[src/rtl/wcs_pkg.sv]
// wcs_pkg: shared types and constants of the windowed charge statistics unit
// no dependencies
package wcs_pkg;

  localparam int MON_W   = 16;
  localparam int TOT_W   = 20;
  localparam int STAMP_W = 32;
  localparam int RATIO_W = 18;
  localparam int CFG_IDX_W  = 3;
  localparam int CFG_DATA_W = 32;

  localparam logic [CFG_IDX_W-1:0] REG_WINDOW_LENGTH = 3'd0;
  localparam logic [CFG_IDX_W-1:0] REG_START_TIME    = 3'd1;
  localparam logic [CFG_IDX_W-1:0] REG_MON_LOW       = 3'd2;
  localparam logic [CFG_IDX_W-1:0] REG_MON_HIGH      = 3'd3;
  localparam logic [CFG_IDX_W-1:0] REG_TOT_LIMIT     = 3'd4;

  localparam logic [15:0]        RST_WINDOW_LENGTH = 16'd4500;
  localparam logic [STAMP_W-1:0] RST_START_TIME    = 32'd1594080000;
  localparam logic [MON_W-1:0]   RST_MON_LOW       = 16'd8000;
  localparam logic [MON_W-1:0]   RST_MON_HIGH      = 16'd64000;
  localparam logic [TOT_W-1:0]   RST_TOT_LIMIT     = 20'd32000;

  localparam logic [RATIO_W-1:0] RATIO_MAX = '1;
  localparam logic [MON_W-1:0]   MON_MAX   = '1;

  typedef struct packed {
    logic [MON_W-1:0]   mon;
    logic [TOT_W-1:0]   tot;
    logic [STAMP_W-1:0] stamp;
    logic               acc;
    logic               close;
  } item_t;

endpackage

[src/rtl/wcs_queue.sv]
// wcs_queue: four-entry item queue between front and back
// depends on wcs_pkg
module wcs_queue
  import wcs_pkg::*;
(
  input  logic  clk,
  input  logic  rst,
  input  logic  wr,
  input  item_t wr_item,
  output logic  full,
  output logic  valid,
  input  logic  rd,
  output item_t rd_item
);

  item_t       mem [4];
  logic [1:0]  head;
  logic [1:0]  tail;
  logic [2:0]  count;

  assign full    = (count == 3'd4);
  assign valid   = (count != 3'd0);
  assign rd_item = mem[head];

  always_ff @(posedge clk) begin
    if (wr && !full) begin
      mem[tail] <= wr_item;
    end
  end

  always_ff @(posedge clk) begin
    if (rst) begin
      head  <= '0;
      tail  <= '0;
      count <= '0;
    end else begin
      if (wr && !full) begin
        tail <= tail + 2'd1;
      end
      if (rd && valid) begin
        head <= head + 2'd1;
      end
      count <= count + 3'((wr && !full) ? 1 : 0) - 3'((rd && valid) ? 1 : 0);
    end
  end

endmodule

[src/rtl/wcs_front.sv]
// wcs_front: configuration registers, position tracking and sample cuts
// depends on wcs_pkg
module wcs_front
  import wcs_pkg::*;
(
  input  logic                  clk,
  input  logic                  rst,
  input  logic                  cfg_valid,
  output logic                  cfg_ready,
  input  logic [CFG_IDX_W-1:0]  cfg_index,
  input  logic [CFG_DATA_W-1:0] cfg_data,
  input  logic                  push,
  input  logic                  q_full,
  input  logic [MON_W-1:0]      mon_charge,
  input  logic [TOT_W-1:0]      total_charge,
  input  logic [STAMP_W-1:0]    stamp,
  output logic                  q_wr,
  output item_t                 q_item
);

  logic [15:0]        window_length;
  logic [STAMP_W-1:0] start_time;
  logic [MON_W-1:0]   mon_low;
  logic [MON_W-1:0]   mon_high;
  logic [TOT_W-1:0]   tot_limit;
  logic [15:0]        phase;
  logic               past_first;
  logic [16:0]        phase_inc;
  logic               pass;
  logic               accept;

  assign cfg_ready = 1'b1;
  assign accept    = push && !q_full;
  assign phase_inc = {1'b0, phase} + 17'd1;
  assign pass      = (mon_charge > mon_low) && (mon_charge < mon_high) && (stamp > start_time);

  assign q_wr         = accept && pass;
  assign q_item.mon   = mon_charge;
  assign q_item.tot   = total_charge;
  assign q_item.stamp = stamp;
  assign q_item.acc   = (total_charge < tot_limit);
  assign q_item.close = past_first && (phase == 16'd0);

  always_ff @(posedge clk) begin
    if (rst) begin
      window_length <= RST_WINDOW_LENGTH;
      start_time    <= RST_START_TIME;
      mon_low       <= RST_MON_LOW;
      mon_high      <= RST_MON_HIGH;
      tot_limit     <= RST_TOT_LIMIT;
    end else if (cfg_valid) begin
      unique case (cfg_index)
        REG_WINDOW_LENGTH: window_length <= cfg_data[15:0];
        REG_START_TIME:    start_time    <= cfg_data[STAMP_W-1:0];
        REG_MON_LOW:       mon_low       <= cfg_data[MON_W-1:0];
        REG_MON_HIGH:      mon_high      <= cfg_data[MON_W-1:0];
        REG_TOT_LIMIT:     tot_limit     <= cfg_data[TOT_W-1:0];
        default: begin
        end
      endcase
    end
  end

  always_ff @(posedge clk) begin
    if (rst) begin
      phase      <= '0;
      past_first <= 1'b0;
    end else if (accept) begin
      phase      <= (phase_inc >= {1'b0, window_length}) ? 16'd0 : phase_inc[15:0];
      past_first <= 1'b1;
    end
  end

endmodule

[src/rtl/wcs_back.sv]
// wcs_back: ratio divide, accumulation, window means and spreads, result register
// depends on wcs_pkg
module wcs_back
  import wcs_pkg::*;
#(
  parameter int COUNT_WIDTH = 16
) (
  input  logic               clk,
  input  logic               rst,
  input  logic               q_valid,
  input  item_t              q_item,
  output logic               q_rd,
  output logic               empty,
  input  logic               pop,
  output logic [MON_W-1:0]   mean_mon,
  output logic [RATIO_W-1:0] mean_ratio,
  output logic [MON_W-1:0]   spread_mon,
  output logic [RATIO_W-1:0] spread_ratio,
  output logic [STAMP_W-1:0] close_stamp,
  output logic [15:0]        used_samples,
  output logic               empty_window
);

  localparam int CW     = COUNT_WIDTH;
  localparam int SW     = CW + RATIO_W;
  localparam int PW     = CW + 38;
  localparam int STEP_W = $clog2(SW + 1);

  localparam logic [3:0] ST_IDLE   = 4'd0;
  localparam logic [3:0] ST_RATIO  = 4'd1;
  localparam logic [3:0] ST_ACC    = 4'd2;
  localparam logic [3:0] ST_CHECK  = 4'd3;
  localparam logic [3:0] ST_DIVM   = 4'd4;
  localparam logic [3:0] ST_DIVR   = 4'd5;
  localparam logic [3:0] ST_SPREAD = 4'd6;
  localparam logic [3:0] ST_EMIT   = 4'd7;

  localparam logic [CW-1:0] COUNT_MAX = '1;

  logic [3:0]         state;
  logic [STEP_W-1:0]  step;
  logic [1:0]         sub;
  logic               sel;
  item_t              item;
  logic [RATIO_W-1:0] ratio;
  logic [15:0]        rrem;

  logic [CW+MON_W-1:0]   sum_mon;
  logic [SW-1:0]         sum_ratio;
  logic [CW-1:0]         used_count;
  logic [MON_W-1:0]      min_mon, max_mon;
  logic [RATIO_W-1:0]    min_ratio, max_ratio;

  logic [SW-1:0]      dq;
  logic [CW-1:0]      drem;
  logic [RATIO_W-1:0] q;
  logic [RATIO_W-1:0] d;
  logic [35:0]        lim;
  logic [35:0]        tt;
  logic [CW+17:0]     plo, phi;
  logic               t_ok;

  logic [MON_W-1:0]   res_mean_mon;
  logic [RATIO_W-1:0] res_mean_ratio;
  logic [MON_W-1:0]   res_spread_mon;
  logic               out_valid;

  logic               rbit;
  logic [16:0]        rrem_sh;
  logic               rge;
  logic [CW:0]        drem_sh;
  logic               dge;
  logic [SW-1:0]      dq_next;
  logic [18:0]        t;
  logic [PW-1:0]      prod;
  logic [CW+16:0]     used_ext;

  always_comb begin
    rbit    = (step == STEP_W'(17)) ? item.tot[1] : ((step == STEP_W'(16)) ? item.tot[0] : 1'b0);
    rrem_sh = {rrem, rbit};
    rge     = (rrem_sh >= {1'b0, item.mon});
    drem_sh = {drem, dq[SW-1]};
    dge     = (drem_sh >= {1'b0, used_count});
    dq_next = {dq[SW-2:0], dge};
    t       = {1'b0, q} | (19'd1 << step[4:0]);
    prod    = (PW'(phi) << 18) + PW'(plo);
    used_ext = (CW+17)'(used_count);
  end

  assign q_rd  = (state == ST_IDLE) && q_valid;
  assign empty = !out_valid;

  always_ff @(posedge clk) begin
    if (rst) begin
      state      <= ST_IDLE;
      out_valid  <= 1'b0;
      sum_mon    <= '0;
      sum_ratio  <= '0;
      used_count <= '0;
      min_mon    <= MON_MAX;
      max_mon    <= '0;
      min_ratio  <= RATIO_MAX;
      max_ratio  <= '0;
      step       <= '0;
      sub        <= '0;
      sel        <= 1'b0;
    end else begin
      if (pop && out_valid) begin
        out_valid <= 1'b0;
      end
      unique case (state)
        ST_IDLE: begin
          if (q_valid) begin
            item <= q_item;
            if (q_item.acc && (used_count < COUNT_MAX)) begin
              if ({2'b0, q_item.tot} >= {4'b0, q_item.mon, 2'b0}) begin
                ratio <= RATIO_MAX;
                state <= ST_ACC;
              end else begin
                rrem  <= q_item.tot[17:2];
                step  <= STEP_W'(17);
                state <= ST_RATIO;
              end
            end else begin
              state <= q_item.close ? ST_CHECK : ST_IDLE;
            end
          end
        end
        ST_RATIO: begin
          rrem  <= rge ? 16'(rrem_sh - {1'b0, item.mon}) : rrem_sh[15:0];
          ratio <= {ratio[RATIO_W-2:0], rge};
          step  <= step - STEP_W'(1);
          if (step == '0) begin
            state <= ST_ACC;
          end
        end
        ST_ACC: begin
          sum_mon    <= sum_mon + (CW+MON_W)'(item.mon);
          sum_ratio  <= sum_ratio + SW'(ratio);
          used_count <= used_count + CW'(1);
          if (item.mon < min_mon) min_mon <= item.mon;
          if (item.mon > max_mon) max_mon <= item.mon;
          if (ratio < min_ratio) min_ratio <= ratio;
          if (ratio > max_ratio) max_ratio <= ratio;
          state <= item.close ? ST_CHECK : ST_IDLE;
        end
        ST_CHECK: begin
          if (used_count == '0) begin
            state <= ST_EMIT;
          end else begin
            dq    <= SW'(sum_mon);
            drem  <= '0;
            step  <= STEP_W'(SW - 1);
            state <= ST_DIVM;
          end
        end
        ST_DIVM, ST_DIVR: begin
          if (step == '0) begin
            drem <= '0;
            if (state == ST_DIVM) begin
              res_mean_mon <= dq_next[MON_W-1:0];
              dq           <= sum_ratio;
              step         <= STEP_W'(SW - 1);
              state        <= ST_DIVR;
            end else begin
              res_mean_ratio <= dq_next[RATIO_W-1:0];
              d     <= RATIO_W'(max_mon - min_mon);
              q     <= '0;
              sel   <= 1'b0;
              sub   <= '0;
              step  <= STEP_W'(18);
              state <= ST_SPREAD;
            end
          end else begin
            drem <= dge ? CW'(drem_sh - {1'b0, used_count}) : drem_sh[CW-1:0];
            dq   <= dq_next;
            step <= step - STEP_W'(1);
          end
        end
        ST_SPREAD: begin
          unique case (sub)
            2'd0: begin
              lim  <= d * d;
              t_ok <= (t <= {1'b0, d});
              tt   <= t[17:0] * t[17:0];
              sub  <= 2'd1;
            end
            2'd1: begin
              plo <= tt[17:0] * used_count;
              phi <= tt[35:18] * used_count;
              sub <= 2'd2;
            end
            default: begin
              sub <= 2'd0;
              if (step == '0) begin
                step <= STEP_W'(18);
                if (!sel) begin
                  res_spread_mon <= (t_ok && ((prod << 2) <= PW'(lim))) ?
                                    t[MON_W-1:0] : q[MON_W-1:0];
                  d   <= max_ratio - min_ratio;
                  q   <= '0;
                  sel <= 1'b1;
                end else begin
                  if (t_ok && ((prod << 2) <= PW'(lim))) begin
                    q <= t[RATIO_W-1:0];
                  end
                  state <= ST_EMIT;
                end
              end else begin
                if (t_ok && ((prod << 2) <= PW'(lim))) begin
                  q <= t[RATIO_W-1:0];
                end
                step <= step - STEP_W'(1);
              end
            end
          endcase
        end
        default: begin
          if (!out_valid) begin
            out_valid <= 1'b1;
            if (used_count == '0) begin
              mean_mon     <= '0;
              mean_ratio   <= '0;
              spread_mon   <= '0;
              spread_ratio <= '0;
              close_stamp  <= '0;
              used_samples <= '0;
              empty_window <= 1'b1;
            end else begin
              mean_mon     <= res_mean_mon;
              mean_ratio   <= res_mean_ratio;
              spread_mon   <= res_spread_mon;
              spread_ratio <= q;
              close_stamp  <= item.stamp;
              used_samples <= (used_ext > (CW+17)'(65535)) ? 16'hFFFF : used_ext[15:0];
              empty_window <= 1'b0;
            end
            sum_mon    <= '0;
            sum_ratio  <= '0;
            used_count <= '0;
            min_mon    <= MON_MAX;
            max_mon    <= '0;
            min_ratio  <= RATIO_MAX;
            max_ratio  <= '0;
            state      <= ST_IDLE;
          end
        end
      endcase
    end
  end

endmodule

[src/rtl/windowed_charge_statistics_unit.sv]
// one sample item per cycle while the four-entry queue has room; back end runs an 18-step
// ratio divide per accumulated item unless the ratio saturates, none if not accumulated
// window close adds 2*(COUNT_WIDTH+18) divide steps and two spread searches; the result
// is registered once any earlier result has been popped
// rst is synchronous, active high: clears the queue, window sums and restores config
// depends on wcs_pkg, wcs_front, wcs_queue, wcs_back
module windowed_charge_statistics_unit
  import wcs_pkg::*;
#(
  parameter int COUNT_WIDTH = 16
) (
  input  logic                  clk,
  input  logic                  rst,
  input  logic                  cfg_valid,
  output logic                  cfg_ready,
  input  logic [CFG_IDX_W-1:0]  cfg_index,
  input  logic [CFG_DATA_W-1:0] cfg_data,
  input  logic                  push,
  output logic                  full,
  input  logic [MON_W-1:0]      mon_charge,
  input  logic [TOT_W-1:0]      total_charge,
  input  logic [STAMP_W-1:0]    stamp,
  output logic                  empty,
  input  logic                  pop,
  output logic [MON_W-1:0]      mean_mon,
  output logic [RATIO_W-1:0]    mean_ratio,
  output logic [MON_W-1:0]      spread_mon,
  output logic [RATIO_W-1:0]    spread_ratio,
  output logic [STAMP_W-1:0]    close_stamp,
  output logic [15:0]           used_samples,
  output logic                  empty_window
);

  logic  q_wr, q_rd, q_valid;
  item_t wr_item, rd_item;

  wcs_front u_front (
    .clk, .rst, .cfg_valid, .cfg_ready, .cfg_index, .cfg_data,
    .push, .q_full(full), .mon_charge, .total_charge, .stamp,
    .q_wr, .q_item(wr_item)
  );

  wcs_queue u_queue (
    .clk, .rst, .wr(q_wr), .wr_item, .full, .valid(q_valid),
    .rd(q_rd), .rd_item
  );

  wcs_back #(.COUNT_WIDTH(COUNT_WIDTH)) u_back (
    .clk, .rst, .q_valid, .q_item(rd_item), .q_rd, .empty, .pop,
    .mean_mon, .mean_ratio, .spread_mon, .spread_ratio, .close_stamp,
    .used_samples, .empty_window
  );

`ifndef ASSERT_OFF
  a_empty_zero: assert property (@(posedge clk) disable iff (rst)
    (!empty && empty_window) |-> (used_samples == 16'd0 && close_stamp == '0))
    else $error("empty window with nonzero fields");
  a_used_nonzero: assert property (@(posedge clk) disable iff (rst)
    (!empty && !empty_window) |-> (used_samples != 16'd0))
    else $error("filled window with zero count");
  a_reset_empty: assert property (@(posedge clk) rst |=> (empty && !full))
    else $error("queues not cleared by reset");
`endif

endmodule

[config.mk]
export PLATFORM = sky130hd
export DESIGN_NAME = windowed_charge_statistics_unit
export DESIGN_NICKNAME = d
export VERILOG_FILES = /design/src/rtl/wcs_pkg.sv /design/src/rtl/wcs_queue.sv /design/src/rtl/wcs_front.sv /design/src/rtl/wcs_back.sv /design/src/rtl/windowed_charge_statistics_unit.sv
export SDC_FILE = /design/constraint.sdc
export NUM_CORES = 2
export LEC_CHECK = 0
export ABC_CLOCK_PERIOD_IN_PS = 10200
export BUFFER_PORTS_ARGS = -buffer_cell sky130_fd_sc_hd__buf_2
export CORE_MARGIN = 3
export CORE_UTILIZATION = 54
export DETAILED_ROUTE_END_ITERATION = 10
export PLACE_DENSITY = 0.71
export SYNTH_ARGS = -nofsm -noshare
export SYNTH_HDL_FRONTEND = slang
export SYNTH_SLANG_ARGS = --single-unit
export TNS_END_PERCENT = 1
[constraint.sdc]
create_clock -name clk -period 10.2 [get_ports clk]
set_input_delay 0.51 -clock clk [delete_from_list [all_inputs] [get_ports clk]]
set_output_delay 0.51 -clock clk [all_outputs]
set_load 0.05 [all_outputs]
==> run metrics <==
status completed; Final Hold Viols 0; Global Route met3 Usage 4.565%; die extent in y around 400 um; Final setup viols 0; Buffers & Inverters on Critical Path 5; commonest non-fill, non-tap cells in the layout inv_1 (1422), nand2_1 (942), fa_1 (877); Post-synth EDFFs 757; power density cells 240.2 mW/mm2; CP Capture Type flip-flop; Max stage delay cell, worst path a31oi_1; Skew-Pair Late Insertion Delay 0.79 ns; CP Class reg -> reg; CTS buffer count 110; minimum clock period 8.339 ns; Area growth syn-to-layout 9.312%; antenna violations before repair 8; full die area 0.1641 mm2; fin nets roughly 10000; Critical Path AT 8.81 ns; Hold WS 0.05420 ns; area of the multi-input gates between 0.05 and 0.06 mm2; TritonCTS Sinks 1046; Slew Limit Fails 0; drt drc 0; Cell Area, Placed 0.08925 mm2; count of different cell masters after synthesis between 90 and 100; Async SR Flop Fraction 0%; Setup TNS 0 ns; largest family of logic cells by synthesized area adder cells; placement row count between 100 and 150; VDD IR-drop max 810.2 uV; Compound-Gate Fraction of Synth Area under 10%; TritonCTS clock tree yes; final WL 220400 um; vias in the first global route 63720; clk_skew 0.07827 ns; GRT Overall Usage 27.29%; fill count 12840; slowest stage delay, CP between 0.7 and 0.8 ns; P_leak 41.63 nW; DR vias 61620; mux cell area share after synthesis around 2.6%; placed insts 10450; post-DR vias/cell 5.736; fin crit share around 80%; clock slew at reported path FFs 0.06 ns; Synth top area share 26.44%; Post-Synth Adder-Cell Area between 30% and 40%; worst-path fanout max 15; yosys warns 0; Starting Density 54.73%; post-route ant nets 0; Peak Freq 119.9 MHz; I/O pins 228; CP most frequent cell fa_1; CP Launch Type flip-flop; number of synthesized register bits between 1000 and 1500; core area 0.1571 mm2; grt ovf 0; post-CTS resize count 0; most used routing layer met2; top cells by area, synth edfxtp_1 (26%), fa_1 (20%), ha_1 (12%); first-pass GRT wire length 351500 um; most common cell after layout, fill and taps aside inv_1; Largest delay share family, worst path adder cells; Mapped Cells 8389; Worst slew margin 18.02%; syn_area_per_cell 10.25 um2; met2 GRT Util between 40% and 50%; Max-Cap Viols 0; layout cells sized above 1 about 8%; routability cong. 0.9551; sequential area share after synthesis 33.17%; xor-xnor portion of the synthesized cell area between 2 and 3%; fin area around 0.094 mm2; largest net degree at the start of global routing 72; CTS max path bufs 3; routed len/inst 20.51 um; Synth Flop Type edfxtp_1; DR iter-0 viols 5117; Clock Tree Root clkbuf_16; met1 usage between 30% and 40%; worst hold path type in -> reg; Yosys top cell by area edfxtp_1; register area 0.02852 mm2; Worst-Margin Slew 1.204 ns; post-route non-filler standard cell count around 11000; Detail Placement HPWL around 160000 um; RSZ-0062 raised after global routing no; Port Buffers 226; chip width around 410 um; Required @ worst endpoint approximately 11 ns; drt pass-1 iters 6; H-Tree Level Count 3; Synth Area in Simple Gates 12.55%; synthesized cell area 0.08598 mm2
-- timing repair --
action                                 CTS  global route
buffers inserted                         0             0
endpoints found under the hold margin  247             0
hold buffers                            75             0
-- cell families (layout without fill, tap and decap cells) --
family                     count (synthesis)  in the layout
and+or+nand+nor                         2302           2302
buffers and inverters                   1765           2048
adders and majority gates               1676           1676
AOI/OAI and AO/OA                       1195           1195
DFF                                     1046           1046
xor gates and xnor gates                 263            263
muxes                                    140            140
other                                      2             15
-- worst register-to-register path, cell delays in order, from the launching register on --
cell      delay [ns]
dfxtp_1         0.47
inv_1           0.16
ha_1            0.26
nor2b_1         0.20
a31oi_1         0.73
inv_1           0.58
nand2_1         0.28
fa_1            0.44
inv_1           0.08
fa_1            0.44
fa_1            0.52
fa_1            0.54
fa_1            0.55
inv_1           0.06
fa_1            0.55
inv_1           0.07
ha_1            0.38
a21o_1          0.22
a21o_1          0.19
a21o_1          0.17
a21o_1          0.16
a21oi_1         0.18
o21ai_0         0.15
a211oi_1        0.33
o31ai_1         0.12
a21oi_1         0.18
xnor2_1         0.08
-- cells in the mapped netlist (all sizes together), types with 20 or more instances --
master  number
o21a        79
and2       311
or3         60
nand3      145
o22ai       20
inv       1427
nor2       453
nor4        23
fa         877
xnor2      191
nand4       79
o21bai      37
a211oi      32
a31oi       36
a21o       155
clkbuf     287
a21oi      348
buf         37
o21ai      225
nand2      944
dfxtp      289
nor3        76
ha         799
edfxtp     757
nor2b       53
and3        42
o211ai      62
mux4        68
nand2b      49
a22oi       30
xor2        72
mux2i       69
-- per-stage QoR --
step	power [W]	utilization [%]	setup slack, ns
floorplan	0.01465	-	1.394
global placement	0.01783	56.81	2.186
detailed placement	0.01808	56.81	2.022
CTS	0.02254	59.81	1.997
global route	0.02425	59.81	1.365
finish	0.02258	59.82	1.861
-- metal layers --
layer,routed length (um),part of all wire [%]
met5,0,0
met4,6418,2.9
met3,18220,8.3
met2,100400,46
met1,95290,43
-- area by class of cell --
type | count | share of cell area, %
tap | 2058 | 2.740
clock buffer | 129 | 3.112
antenna | 8 | 0.02130
multi-input combinational | 5583 | 54.13
timing repair buffer | 398 | 2.784
clock inverter | 81 | 1.112
sequential | 1046 | 30.35
inverter | 1440 | 5.751
-- report_power, final --
| part | switching (W) | internal, W |
|---|---|---|
| clock | 0.00185 | 0.00247 |
| sequential | 0.000300 | 0.00546 |
| combinational | 0.00748 | 0.00500 |
| total | 0.00964 | 0.0129 |
-- final timing paths --
kind,from,to,slack [ns],cells past startpoint
max reg2reg,u_back.step[0],u_back.tt[35],1.86,26
min,cfg_data[14],u_front.mon_low[14],0.05,3
min reg2reg,u_front.tot_limit[4],u_front.tot_limit[4],0.46,2
max,u_back.step[0],u_back.tt[35],1.86,26
-- registers in the layout, summed over array words and instances, names as in the netlist, 20 cells and up, named ones only --
name and count:
u_back.item 51, u_back.phi 34, u_back.plo 34, u_back.sum_mon 32, u_queue.mem 280, u_back.sum_ratio 34
u_front.tot_limit 20, u_back.lim 35, u_front.start_time 32, u_back.close_stamp 32, u_back.dq 34, u_back.tt 35
Power figures use the tool's default switching activity.
